--- src/rtl/dstc_pkg.sv ---
// shared constants and types for the dual sensor train classifier
package dstc_pkg;

	// default sizes of the sector array, the timestamps and the clear counters
	localparam int NUM_SECTORS_DEF = 4;
	localparam int TIME_WIDTH_DEF  = 48;
	localparam int COUNT_WIDTH_DEF = 8;

	// fixed port widths
	localparam int SENSOR_W      = 4;
	localparam int PORT_TIME_W   = 48;
	localparam int REC_SECTOR_W  = 2;
	localparam int CLEAR_LIMIT_W = 8;

	localparam logic [CLEAR_LIMIT_W-1:0] CLEAR_LIMIT_RST = 8'd10;

	// per-sector passage state
	typedef enum logic [2:0] {
		MODE_IDLE  = 3'b001,
		MODE_TALL  = 3'b010,
		MODE_CHECK = 3'b100
	} mode_t;

endpackage

--- src/rtl/dual_sensor_train_classifier_unit.sv ---
// top level of the dual sensor train classifier
//
// usage:
//   - cfg_wr_en/cfg_wr_data write the clear limit (reset value 10),
//     only while no item is in flight
//   - the input channel (in_valid/in_ready) takes one sensor sample per item:
//     top and bottom sensor bits per sector and the tick's timestamp
//   - the output channel (out_valid/out_ready) gives exactly one result per
//     item: update flags and the tall and low train records after that tick
// timing:
//   - the item is captured in the input register; once the result register is free,
//     all sectors run in one pass and the result register loads
//   - throughput is one item per cycle while results are taken; the per-sector update
//     and the chained record shifts over the sectors sit in one combinational pass
// reset:
//   - all sectors go idle, counters and records clear, both registers empty
// stall:
//   - while a result waits, one more item is still taken into the input
//     register; after that in_ready drops until the result is taken
module dual_sensor_train_classifier_unit #(
	parameter int NUM_SECTORS = dstc_pkg::NUM_SECTORS_DEF,
	parameter int TIME_WIDTH  = dstc_pkg::TIME_WIDTH_DEF,
	parameter int COUNT_WIDTH = dstc_pkg::COUNT_WIDTH_DEF
) (
	input  logic                                   clk,
	input  logic                                   arst_n,
	// configuration
	input  logic                                   cfg_wr_en,
	input  logic [dstc_pkg::CLEAR_LIMIT_W-1:0]     cfg_wr_data,
	// sample input
	input  logic                                   in_valid,
	output logic                                   in_ready,
	input  logic [dstc_pkg::SENSOR_W-1:0]          top_sensors,
	input  logic [dstc_pkg::SENSOR_W-1:0]          bottom_sensors,
	input  logic [dstc_pkg::PORT_TIME_W-1:0]       time_now,
	// result output
	output logic                                   out_valid,
	input  logic                                   out_ready,
	output logic                                   tall_updated,
	output logic [dstc_pkg::REC_SECTOR_W-1:0]      tall_sector,
	output logic [dstc_pkg::REC_SECTOR_W-1:0]      tall_prev_sector,
	output logic [dstc_pkg::PORT_TIME_W-1:0]       tall_time,
	output logic [dstc_pkg::PORT_TIME_W-1:0]       tall_prev_time,
	output logic                                   low_updated,
	output logic [dstc_pkg::REC_SECTOR_W-1:0]      low_sector,
	output logic [dstc_pkg::REC_SECTOR_W-1:0]      low_prev_sector,
	output logic [dstc_pkg::PORT_TIME_W-1:0]       low_time,
	output logic [dstc_pkg::PORT_TIME_W-1:0]       low_prev_time
);

	// threshold compare width covers both the register and the counter
	localparam int THR_W = (COUNT_WIDTH > dstc_pkg::CLEAR_LIMIT_W) ?
		COUNT_WIDTH : dstc_pkg::CLEAR_LIMIT_W;
	localparam logic [COUNT_WIDTH-1:0] CNT_MAX = {COUNT_WIDTH{1'b1}};
	localparam logic [THR_W-1:0] CNT_MAX_EXT = THR_W'(CNT_MAX);

	localparam int SW  = dstc_pkg::SENSOR_W;
	localparam int PTW = dstc_pkg::PORT_TIME_W;
	localparam int RSW = dstc_pkg::REC_SECTOR_W;

	// configuration register
	logic [dstc_pkg::CLEAR_LIMIT_W-1:0] clear_limit_q;

	// input register
	logic                 valid_s1;
	logic [SW-1:0]        top_s1;
	logic [SW-1:0]        bottom_s1;
	logic [PTW-1:0]       time_s1;

	// per-sector state
	dstc_pkg::mode_t      mode_q     [NUM_SECTORS];
	logic [TIME_WIDTH-1:0] entry_q   [NUM_SECTORS];
	logic [COUNT_WIDTH-1:0] tall_cnt_q [NUM_SECTORS];
	logic [COUNT_WIDTH-1:0] low_cnt_q  [NUM_SECTORS];

	// train records, current and previous passage
	logic [RSW-1:0]        tall_cur_sector_q, tall_prev_sector_q;
	logic [TIME_WIDTH-1:0] tall_cur_time_q, tall_prev_time_q;
	logic [RSW-1:0]        low_cur_sector_q, low_prev_sector_q;
	logic [TIME_WIDTH-1:0] low_cur_time_q, low_prev_time_q;

	// result register
	logic           out_valid_q;
	logic           tall_upd_q, low_upd_q;
	logic [RSW-1:0] tall_sector_q, tall_prev_sector_q2, low_sector_q, low_prev_sector_q2;
	logic [PTW-1:0] tall_time_q, tall_prev_time_q2, low_time_q, low_prev_time_q2;

	// next-state values from the single pass
	dstc_pkg::mode_t        mode_d     [NUM_SECTORS];
	logic [TIME_WIDTH-1:0]  entry_d    [NUM_SECTORS];
	logic [COUNT_WIDTH-1:0] tall_cnt_d [NUM_SECTORS];
	logic [COUNT_WIDTH-1:0] low_cnt_d  [NUM_SECTORS];
	logic [RSW-1:0]         tall_cur_sector_d, tall_prev_sector_d;
	logic [TIME_WIDTH-1:0]  tall_cur_time_d, tall_prev_time_d;
	logic [RSW-1:0]         low_cur_sector_d, low_prev_sector_d;
	logic [TIME_WIDTH-1:0]  low_cur_time_d, low_prev_time_d;
	logic                   tall_upd_d, low_upd_d;

	logic                   out_free;
	logic                   adv_s1;
	logic [THR_W-1:0]       thr;
	logic [NUM_SECTORS-1:0] top_n, bottom_n;
	logic [TIME_WIDTH-1:0]  now_w;
	logic [NUM_SECTORS+SW-1:0]       top_ext, bottom_ext;
	logic [TIME_WIDTH+PTW-1:0]       now_ext;
	logic [TIME_WIDTH+PTW-1:0]       tc_ext, tp_ext, lc_ext, lp_ext;

	// handshake: the result register frees when empty or taken
	assign out_free = !out_valid_q || out_ready;
	assign adv_s1   = valid_s1 && out_free;
	assign in_ready = !valid_s1 || out_free;

	// sensor bits beyond the sector count are dropped, missing ones read zero
	assign top_ext    = {{NUM_SECTORS{1'b0}}, top_s1};
	assign bottom_ext = {{NUM_SECTORS{1'b0}}, bottom_s1};
	assign top_n      = top_ext[NUM_SECTORS-1:0];
	assign bottom_n   = bottom_ext[NUM_SECTORS-1:0];
	assign now_ext    = {{TIME_WIDTH{1'b0}}, time_s1};
	assign now_w      = now_ext[TIME_WIDTH-1:0];

	// zero threshold acts as one, too large clamps to the counter maximum
	always_comb begin
		if (clear_limit_q == '0) begin
			thr = THR_W'(1);
		end else if (THR_W'(clear_limit_q) > CNT_MAX_EXT) begin
			thr = CNT_MAX_EXT;
		end else begin
			thr = THR_W'(clear_limit_q);
		end
	end

	// all sectors in order, each end of passage shifting its record
	always_comb begin
		logic [COUNT_WIDTH-1:0] inc;
		mode_d             = mode_q;
		entry_d            = entry_q;
		tall_cnt_d         = tall_cnt_q;
		low_cnt_d          = low_cnt_q;
		tall_cur_sector_d  = tall_cur_sector_q;
		tall_prev_sector_d = tall_prev_sector_q;
		tall_cur_time_d    = tall_cur_time_q;
		tall_prev_time_d   = tall_prev_time_q;
		low_cur_sector_d   = low_cur_sector_q;
		low_prev_sector_d  = low_prev_sector_q;
		low_cur_time_d     = low_cur_time_q;
		low_prev_time_d    = low_prev_time_q;
		tall_upd_d         = 1'b0;
		low_upd_d          = 1'b0;
		inc                = '0;
		for (int s = 0; s < NUM_SECTORS; s++) begin
			unique case (mode_q[s])
				dstc_pkg::MODE_TALL: begin
					inc = (tall_cnt_q[s] == CNT_MAX) ? tall_cnt_q[s] : tall_cnt_q[s] + 1'b1;
					if (!bottom_n[s]) begin
						if (THR_W'(inc) >= thr) begin
							tall_cnt_d[s]      = '0;
							mode_d[s]          = dstc_pkg::MODE_IDLE;
							tall_prev_sector_d = tall_cur_sector_d;
							tall_prev_time_d   = tall_cur_time_d;
							tall_cur_sector_d  = RSW'(s);
							tall_cur_time_d    = entry_q[s];
							tall_upd_d         = 1'b1;
						end else begin
							tall_cnt_d[s] = inc;
						end
					end else begin
						tall_cnt_d[s] = '0;
					end
				end
				dstc_pkg::MODE_CHECK: begin
					inc = (low_cnt_q[s] == CNT_MAX) ? low_cnt_q[s] : low_cnt_q[s] + 1'b1;
					if (top_n[s]) begin
						// low count is kept for the next checking passage
						mode_d[s]  = dstc_pkg::MODE_TALL;
						entry_d[s] = now_w;
					end else if (!bottom_n[s]) begin
						if (THR_W'(inc) >= thr) begin
							low_cnt_d[s]      = '0;
							mode_d[s]         = dstc_pkg::MODE_IDLE;
							low_prev_sector_d = low_cur_sector_d;
							low_prev_time_d   = low_cur_time_d;
							low_cur_sector_d  = RSW'(s);
							low_cur_time_d    = entry_q[s];
							low_upd_d         = 1'b1;
						end else begin
							low_cnt_d[s] = inc;
						end
					end else begin
						low_cnt_d[s] = '0;
					end
				end
				default: begin
					// idle, and any stray code behaves the same
					if (top_n[s]) begin
						mode_d[s]  = dstc_pkg::MODE_TALL;
						entry_d[s] = now_w;
					end else if (bottom_n[s]) begin
						mode_d[s]  = dstc_pkg::MODE_CHECK;
						entry_d[s] = now_w;
					end else begin
						mode_d[s] = dstc_pkg::MODE_IDLE;
					end
				end
			endcase
		end
	end

	// record times to the port width
	assign tc_ext = {{PTW{1'b0}}, tall_cur_time_d};
	assign tp_ext = {{PTW{1'b0}}, tall_prev_time_d};
	assign lc_ext = {{PTW{1'b0}}, low_cur_time_d};
	assign lp_ext = {{PTW{1'b0}}, low_prev_time_d};

	// configuration register
	always_ff @(posedge clk or negedge arst_n) begin
		if (!arst_n) begin
			clear_limit_q <= dstc_pkg::CLEAR_LIMIT_RST;
		end else if (cfg_wr_en) begin
			clear_limit_q <= cfg_wr_data;
		end
	end

	// input register
	always_ff @(posedge clk or negedge arst_n) begin
		if (!arst_n) begin
			valid_s1 <= 1'b0;
		end else if (in_ready) begin
			valid_s1 <= in_valid;
		end
	end

	always_ff @(posedge clk) begin
		if (in_valid && in_ready) begin
			top_s1    <= top_sensors;
			bottom_s1 <= bottom_sensors;
			time_s1   <= time_now;
		end
	end

	// sector state and records advance once per item
	always_ff @(posedge clk or negedge arst_n) begin
		if (!arst_n) begin
			for (int s = 0; s < NUM_SECTORS; s++) begin
				mode_q[s]     <= dstc_pkg::MODE_IDLE;
				entry_q[s]    <= '0;
				tall_cnt_q[s] <= '0;
				low_cnt_q[s]  <= '0;
			end
			tall_cur_sector_q  <= '0;
			tall_prev_sector_q <= '0;
			tall_cur_time_q    <= '0;
			tall_prev_time_q   <= '0;
			low_cur_sector_q   <= '0;
			low_prev_sector_q  <= '0;
			low_cur_time_q     <= '0;
			low_prev_time_q    <= '0;
		end else if (adv_s1) begin
			mode_q             <= mode_d;
			entry_q            <= entry_d;
			tall_cnt_q         <= tall_cnt_d;
			low_cnt_q          <= low_cnt_d;
			tall_cur_sector_q  <= tall_cur_sector_d;
			tall_prev_sector_q <= tall_prev_sector_d;
			tall_cur_time_q    <= tall_cur_time_d;
			tall_prev_time_q   <= tall_prev_time_d;
			low_cur_sector_q   <= low_cur_sector_d;
			low_prev_sector_q  <= low_prev_sector_d;
			low_cur_time_q     <= low_cur_time_d;
			low_prev_time_q    <= low_prev_time_d;
		end
	end

	// result register
	always_ff @(posedge clk or negedge arst_n) begin
		if (!arst_n) begin
			out_valid_q <= 1'b0;
		end else if (out_free) begin
			out_valid_q <= valid_s1;
		end
	end

	always_ff @(posedge clk) begin
		if (adv_s1) begin
			tall_upd_q          <= tall_upd_d;
			tall_sector_q       <= tall_cur_sector_d;
			tall_prev_sector_q2 <= tall_prev_sector_d;
			tall_time_q         <= tc_ext[PTW-1:0];
			tall_prev_time_q2   <= tp_ext[PTW-1:0];
			low_upd_q           <= low_upd_d;
			low_sector_q        <= low_cur_sector_d;
			low_prev_sector_q2  <= low_prev_sector_d;
			low_time_q          <= lc_ext[PTW-1:0];
			low_prev_time_q2    <= lp_ext[PTW-1:0];
		end
	end

	assign out_valid        = out_valid_q;
	assign tall_updated     = tall_upd_q;
	assign tall_sector      = tall_sector_q;
	assign tall_prev_sector = tall_prev_sector_q2;
	assign tall_time        = tall_time_q;
	assign tall_prev_time   = tall_prev_time_q2;
	assign low_updated      = low_upd_q;
	assign low_sector       = low_sector_q;
	assign low_prev_sector  = low_prev_sector_q2;
	assign low_time         = low_time_q;
	assign low_prev_time    = low_prev_time_q2;

	// an item that moves out of the input register shows up as a result
	a_result_follows: assert property (@(posedge clk) disable iff (!arst_n)
		adv_s1 |=> out_valid)
		else $error("item left the input register without a result");

	// the tall record only moves on a tick that reports a tall update
	a_tall_record_hold: assert property (@(posedge clk) disable iff (!arst_n)
		(adv_s1 && !tall_upd_d) |=> ($stable(tall_cur_time_q) && $stable(tall_cur_sector_q)))
		else $error("tall record changed without a tall update");

	// the low record only moves on a tick that reports a low update
	a_low_record_hold: assert property (@(posedge clk) disable iff (!arst_n)
		(adv_s1 && !low_upd_d) |=> ($stable(low_cur_time_q) && $stable(low_cur_sector_q)))
		else $error("low record changed without a low update");

endmodule

--- config.mk ---
export PLATFORM = sky130hd
export DESIGN_NAME = dual_sensor_train_classifier_unit
export DESIGN_NICKNAME = d
export VERILOG_FILES = /design/src/rtl/dstc_pkg.sv /design/src/rtl/dual_sensor_train_classifier_unit.sv
export SDC_FILE = /design/constraint.sdc
export NUM_CORES = 2
export LEC_CHECK = 0
export ABC_AREA = 1
export BUFFER_PORTS_ARGS = -buffer_cell sky130_fd_sc_hd__buf_2
export CELL_PAD_IN_SITES_DETAIL_PLACEMENT = 0
export CELL_PAD_IN_SITES_GLOBAL_PLACEMENT = 1
export CORE_ASPECT_RATIO = 0.75
export CORE_MARGIN = 2
export CORE_UTILIZATION = 50
export CTS_CLUSTER_DIAMETER = 50
export DETAILED_ROUTE_END_ITERATION = 12
export PLACE_DENSITY = 0.86
export SLEW_MARGIN = 40
export SYNTH_ARGS = -nofsm -noshare
export SYNTH_HDL_FRONTEND = slang
export SYNTH_SLANG_ARGS = --single-unit
--- constraint.sdc ---
create_clock -name clk -period 20.9 [get_ports clk]
set_input_delay 2.09 -clock clk [delete_from_list [all_inputs] [get_ports clk]]
set_output_delay 2.09 -clock clk [all_outputs]
set_load 0.005 [all_outputs]
==> Word level (Yosys, flattened, before mapping) <==
Index checks and enable logic that the tools add are counted.
{ "word_totals": {"reg_bits": 736, "input_bits": 69, "out_inout_bits": 204, "word_cells": 342} }
{ "op_classes": {"n_eq_ne": 36, "magnitude_cmp": 9, "add_sub_neg": 8, "reduce_logical": 27, "bitwise": 8, "muxes": 214} }
{ "op_table": {"columns": ["operator", "count"], "rows": [
  ["$mux 48", 68],
  ["$pmux 48 s2", 4],
  ["$mux 8", 26],
  ["$mux 2", 56],
  ["$mux 3", 28],
  ["$add 8x1->8 const B", 8],
  ["$eq 8x8->1 const B", 8],
  ["$ge 8x8->1", 8],
  ["$mux 1", 28],
  ["$ne 2x2->1 const B", 12],
  ["$ne 3x3->1 const B", 8],
  ["$pmux 3 s2", 4],
  ["$reduce_and 5->1", 4],
  ["$reduce_and 4->1", 4],
  ["$eq 3x2->1 const B", 4],
  ["$eq 3x3->1 const B", 4],
  ["$reduce_and 3->1", 4],
  ["$gt 8x8->1 const B", 1],
  ["$logic_not 8->1", 1],
  ["$not 1->1", 8],
  ["$reduce_and 2->1", 4],
  ["$reduce_bool 2->1", 4],
  ["$logic_and 1x1->1", 2],
  ["$logic_not 1->1", 2],
  ["$logic_or 1x1->1", 2]
]} }

==> Logic depth before layout (Yosys ltp) <==
{ "logic_depth": {"ltp_word": 20, "depth_mapped": 27} }

==> Worst setup path before layout <==
OpenSTA, ideal clock, no wires.
{ "synth_path": {"kind": "input to register", "from": "in out_ready", "to": "reg low_prev_sector_q2[0] (netlist: low_prev_sector[0]) (enable)", "setup_slack_ps": 12104, "t_arrival_ps": 8151, "setup_ps": 645, "path_buffers": 2, "required_time_ps": 20255, "path_stages": 6, "cell_sequence": "inv_1 > nand2_1 > nand2_1 > inv_2 > buf_2 > buf_1"} }
{ "synth_between": {"elab_chain_cells": 2} }
{ "synth_rtl": {"columns": ["element", "line", "text"], "rows": [
  ["start, declared", "dual_sensor_train_classifier_unit.sv:38", "input logic out_ready,"],
  ["$logic_or 1x1->1", "dual_sensor_train_classifier_unit.sv:109", "assign out_free = !out_valid_q || out_ready;"],
  ["$logic_and 1x1->1", "dual_sensor_train_classifier_unit.sv:110", "assign adv_s1 = valid_s1 && out_free;"],
  ["net adv_s1", "dual_sensor_train_classifier_unit.sv:100", "logic adv_s1;"],
  ["end signal, assigned", "dual_sensor_train_classifier_unit.sv:291", "low_prev_sector_q2 <= low_prev_sector_d;"],
  ["end, declared", "dual_sensor_train_classifier_unit.sv:85", "logic [RSW-1:0] tall_sector_q, tall_prev_sector_q2, low_sector_q, low_prev_sector_q2;"]
]} }
The timed path passes the listed nets, and every way through them passes these cells.
A chain may end at the register's enable or synchronous reset.

==> Worst setup path in the final report <==
{ "layout_path": {"from": "reg clear_limit_q[2] in the netlist's numbering", "to": "reg low_prev_time_q2[23] (netlist: low_prev_time[23]) (data pin)"} }
{ "layout_between": {"elab_chain_cells": 20} }
{ "layout_rtl": {"columns": ["element", "line", "text"], "rows": [
  ["start, declared", "dual_sensor_train_classifier_unit.sv:62", "logic [dstc_pkg::CLEAR_LIMIT_W-1:0] clear_limit_q;"],
  ["start signal, assigned", "dual_sensor_train_classifier_unit.sv:217", "clear_limit_q <= dstc_pkg::CLEAR_LIMIT_RST;"],
  ["start signal, assigned", "dual_sensor_train_classifier_unit.sv:219", "clear_limit_q <= cfg_wr_data;"],
  ["$gt 8x8->1", "dual_sensor_train_classifier_unit.sv:125", "end else if (THR_W'(clear_limit_q) > CNT_MAX_EXT) begin"],
  ["$mux 8", "dual_sensor_train_classifier_unit.sv:125", null],
  ["$mux 8 *", "dual_sensor_train_classifier_unit.sv:123", "if (clear_limit_q == '0) begin"],
  ["$ge 8x8->1", "dual_sensor_train_classifier_unit.sv:177", "if (THR_W'(inc) >= thr) begin"],
  ["$mux 48", "dual_sensor_train_classifier_unit.sv:177", null],
  ["$mux 48", "dual_sensor_train_classifier_unit.sv:176", "end else if (!bottom_n[s]) begin"],
  ["$mux 48", "dual_sensor_train_classifier_unit.sv:172", "if (top_n[s]) begin"],
  ["$mux 48", "dual_sensor_train_classifier_unit.sv:151", "unique case (mode_q[s])"],
  ["[5 not listed]", null, null],
  ["$mux 48", "dual_sensor_train_classifier_unit.sv:176", null],
  ["$mux 48", "dual_sensor_train_classifier_unit.sv:172", null],
  ["$mux 48", "dual_sensor_train_classifier_unit.sv:151", null],
  ["$mux 48", "dual_sensor_train_classifier_unit.sv:177", null],
  ["$mux 48", "dual_sensor_train_classifier_unit.sv:176", null],
  ["$mux 48", "dual_sensor_train_classifier_unit.sv:172", null],
  ["$mux 48 *", "dual_sensor_train_classifier_unit.sv:151", null],
  ["net low_prev_time_d[23]", "dual_sensor_train_classifier_unit.sv:96", "logic [TIME_WIDTH-1:0] low_cur_time_d, low_prev_time_d;"],
  ["end signal, assigned", "dual_sensor_train_classifier_unit.sv:293", "low_prev_time_q2 <= lp_ext[PTW-1:0];"],
  ["end, declared", "dual_sensor_train_classifier_unit.sv:86", "logic [PTW-1:0] tall_time_q, tall_prev_time_q2, low_time_q, low_prev_time_q2;"]
]} }
Mark *: on every way through the listed nets, which the timed path passes. The rest lies on a longest branch.

==> flow_metrics.env <==
export IMPL_status="finished clean"
export IMPL_ctsRootBufferMaster="clkbuf_16"
export IMPL_slew_headroom_pct=39.4
export IMPL_cp_required_ns=21.22
export IMPL_ys_warn_count=0
export IMPL_netlist_area_um2=40800
export IMPL_drc=0
export IMPL_first_pass_iters=6
export IMPL_setup_viol=0
export IMPL_top_layer="met4"
export IMPL_io_pins=273
export IMPL_core_area_um2=80600
export IMPL_crit_type="reg2reg"
export IMPL_clk_pin_slew_worst_paths_ns=0.06
export IMPL_clock_fmax_mhz=179
export IMPL_synth_cells=5115
export IMPL_htree_levels=3
export IMPL_crit_path_start="clear_limit_q[2]"
export IMPL_setup_tns_final_ns=0
export IMPL_io_buffers=272
export IMPL_place_congestion=0.851
export IMPL_hold_path_class="reg2reg"
export IMPL_period_minus_slack_ns=5.60
export IMPL_post_cts_setup_buffers=0
export IMPL_route_layer_met1_wl_mm=58.9
export IMPL_reg2reg_to="low_prev_time[23]"
export IMPL_hold_viol=0
export IMPL_nFillCells=7462
export IMPL_period_share_pct=26.8
export IMPL_syn_num_nets=5248
export IMPL_cts_buffers=87
export IMPL_fin_cells=6341
export IMPL_largest_reg_flops=192
export IMPL_total_leakage_power_nw=21.8
export IMPL_drt_iter0_markers=4028
export IMPL_synth_ff_latch_count=736
export IMPL_dp_hpwl_mm=74.7
export IMPL_grt_pass1_vias=34300
export IMPL_ys_seq_area_share_pct=48.4
export IMPL_area_growth_pct=12.2
export IMPL_powerDensity_nw_per_um2=135
export IMPL_fin_total_pwr_mw=6.18
export IMPL_hold_slack_ns=0.479
export IMPL_dieArea_um2=83900
export IMPL_post_drt_via_cell_ratio=5.82
export IMPL_place_inst=6172
export IMPL_peakVddDrop_mv=0.0867
export IMPL_wl_met3_mm=11.8
export IMPL_cts_tree="yes"
export IMPL_ctsHoldBuffers=0
export IMPL_ant_nets=0
export IMPL_fp_dieH_um=251
export IMPL_endpoint_kind="register"
export IMPL_overflow=0
export IMPL_nets=5341
export IMPL_startpoint_type="register"
export IMPL_max_cap_violations=0
export IMPL_setup_worst_path_end="low_prev_time[23]"
export IMPL_num_rows=90
export IMPL_rr_worst_depth=21
export IMPL_rsz0062_at_grt="no"
export IMPL_worst_slack_ns=15.30
export IMPL_syn_area_per_cell_um2=7.97
export IMPL_crit_fanout=34
export IMPL_clk_latency_ns=0.67
export IMPL_antenna_cells=0
export IMPL_wire_per_inst_um=20.5
export IMPL_via_count=36900
export IMPL_cts_repair_resized=0
export IMPL_grt_pass1_wl_mm=202
export IMPL_place_worst_setup_slack_ns=14.89
export IMPL_drive_gt1_share_pct=11.4
export IMPL_regMostFlops="entry_q"
export IMPL_wl_mm=130
export IMPL_grt_usage_pct=30.7
export IMPL_arrival_ns=5.92
export IMPL_reg2reg_setup_slack_ns=15.30
export IMPL_grt_max_degree=174
export IMPL_cts_sinks=736
export IMPL_finalMaxSlewViolations=0
export IMPL_synthDistinctLibCells=51
export IMPL_max_slew_worst_pin_slew_ns=0.908
export IMPL_die_x_um=334
export IMPL_start_util_pct=50.6
export IMPL_r2r_start="clear_limit_q[2]"
export IMPL_wl_met2_mm=56.1
export IMPL_clk_path_buf_depth=3
export IMPL_skew_ns=0.0233
export IMPL_antenna_found_initial=0
## worst min path at each step
stage / start / to / slack [ns] / depth (start not counted)
after floorplan: low_prev_sector_q[0] / low_prev_sector_q[0] / 0.45 / 2
after global placement: low_prev_time_q[3] / low_prev_time_q[3] / 0.46 / 2
after detailed placement: low_prev_time_q[39] / low_prev_time_q[39] / 0.47 / 2
after CTS: tall_prev_time_q[27] / tall_prev_time_q[27] / 0.48 / 2
after global routing: tall_prev_time_q[11] / tall_prev_time_q[11] / 0.49 / 2
final: low_prev_time_q[17] / low_prev_time_q[17] / 0.48 / 2
## cell families after synthesis
family,Yosys count,synth area share [%]
and+or+nand+nor,3081,34.5
DFF,736,48.4
adders and majority gates,64,1.96
muxes,48,1.33
AOI/OAI and AO/OA,347,4.80
buffers and inverters,806,8.34
xor gates and xnor gates,33,0.709
## through the flow
stage / area [um^2] / utilization (%)
after floorplan: 40800 / -
after global placement: 42400 / 52.6
after detailed placement: 42600 / 52.8
after CTS: 45600 / 56.6
after global routing: 45700 / 56.7
final: 45700 / 56.7
## layout make-up
cell class | instances | area, um^2 | share of cell area (%)
Clock buffer | 104 | 2320 | 5.08
Inverter | 482 | 1840 | 4.03
Timing Repair Buffer | 328 | 2030 | 4.43
Multi-Input combinational cell | 3573 | 17800 | 38.9
Clock inverter | 60 | 711 | 1.55
Sequential cell | 736 | 19700 | 43.1
Tap cell | 1058 | 1320 | 2.89
## critical path, cell delays in order, from the launching register on
cell      delay, ns
dfrtp_1        0.55
inv_1          0.38
nand4_1        0.15
o41ai_1        0.27
buf_4          0.24
ha_1           0.24
o21ai_0        0.21
nand3_1        0.10
nand2_1        0.08
inv_1          0.03
nand2_1        0.05
nand2_1        0.04
nand2_1        0.06
nand3_2        0.17
nand3_4        0.36
buf_4          0.65
nand2_1        0.22
clkinv_2       0.45
buf_4          0.54
nand3_1        0.15
nand2_1        0.11
a31oi_1        0.09
## metal layers
layer | vias up | track usage, %
met3 | 223 | 5.13
met5 | - | 0
met4 | 0 | 7.79
li1 | 17400 | -
met1 | 17500 | 45.7
met2 | 1756 | 46.6
## cell usage after synthesis, drive strengths merged
cell type	count	area share, %
o21bai	1	0.018
o22ai	12	0.18
buf	195	2.7
nand3b	1	0.018
nand4	245	3.8
xnor2	1	0.021
o21ai	219	2.7
nor2	87	0.89
o41ai	1	0.021
and2	96	1.5
dfrtp	472	29
a21oi	30	0.39
xor2	32	0.69
mux2	48	1.3
clkbuf	129	1.2
a211oi	4	0.086
o31ai	4	0.074
nand2	1527	14
nand3	1088	14
a32o	7	0.17
nor4	1	0.015
or2	2	0.031
a21boi	1	0.018
and3	1	0.015
a2111oi	1	0.037
a31oi	52	0.80
o32ai	14	0.30
a21o	1	0.018
dfstp	6	0.39
nor3	32	0.46
edfxtp	258	19
inv	482	4.4
nor3b	1	0.018
ha	64	2.0
## power by group
group	switching, mW	internal [mW]
logic	1.44	0.711
registers	0.334	2.08
clock network	0.664	0.945
total	2.44	3.74
## cells in the final DEF (no fill, tap or decap), drive strengths merged, types with 2 or more instances in the layout
| master | netlist | routed |
|---|---|---|
| clkinv | 0 | 30 |
| buf | 195 | 328 |
| bufinv | 0 | 11 |
| nand4 | 245 | 245 |
| o31ai | 4 | 4 |
| o32ai | 14 | 14 |
| clkinvlp | 0 | 9 |
| and2 | 96 | 96 |
| nor2 | 87 | 87 |
| dfrtp | 472 | 472 |
| a211oi | 4 | 4 |
| or2 | 2 | 2 |
| o22ai | 12 | 12 |
| clkbuf | 129 | 104 |
| a21oi | 30 | 30 |
| mux2 | 48 | 48 |
| nand3 | 1088 | 1088 |
| nor3 | 32 | 32 |
| xor2 | 32 | 32 |
| dfstp | 6 | 6 |
| inv | 482 | 492 |
| nand2 | 1527 | 1527 |
| o21ai | 219 | 219 |
| edfxtp | 258 | 258 |
| ha | 64 | 64 |
| a31oi | 52 | 52 |
| a32o | 7 | 7 |
Note: power is estimated with default switching activity, not from simulation.
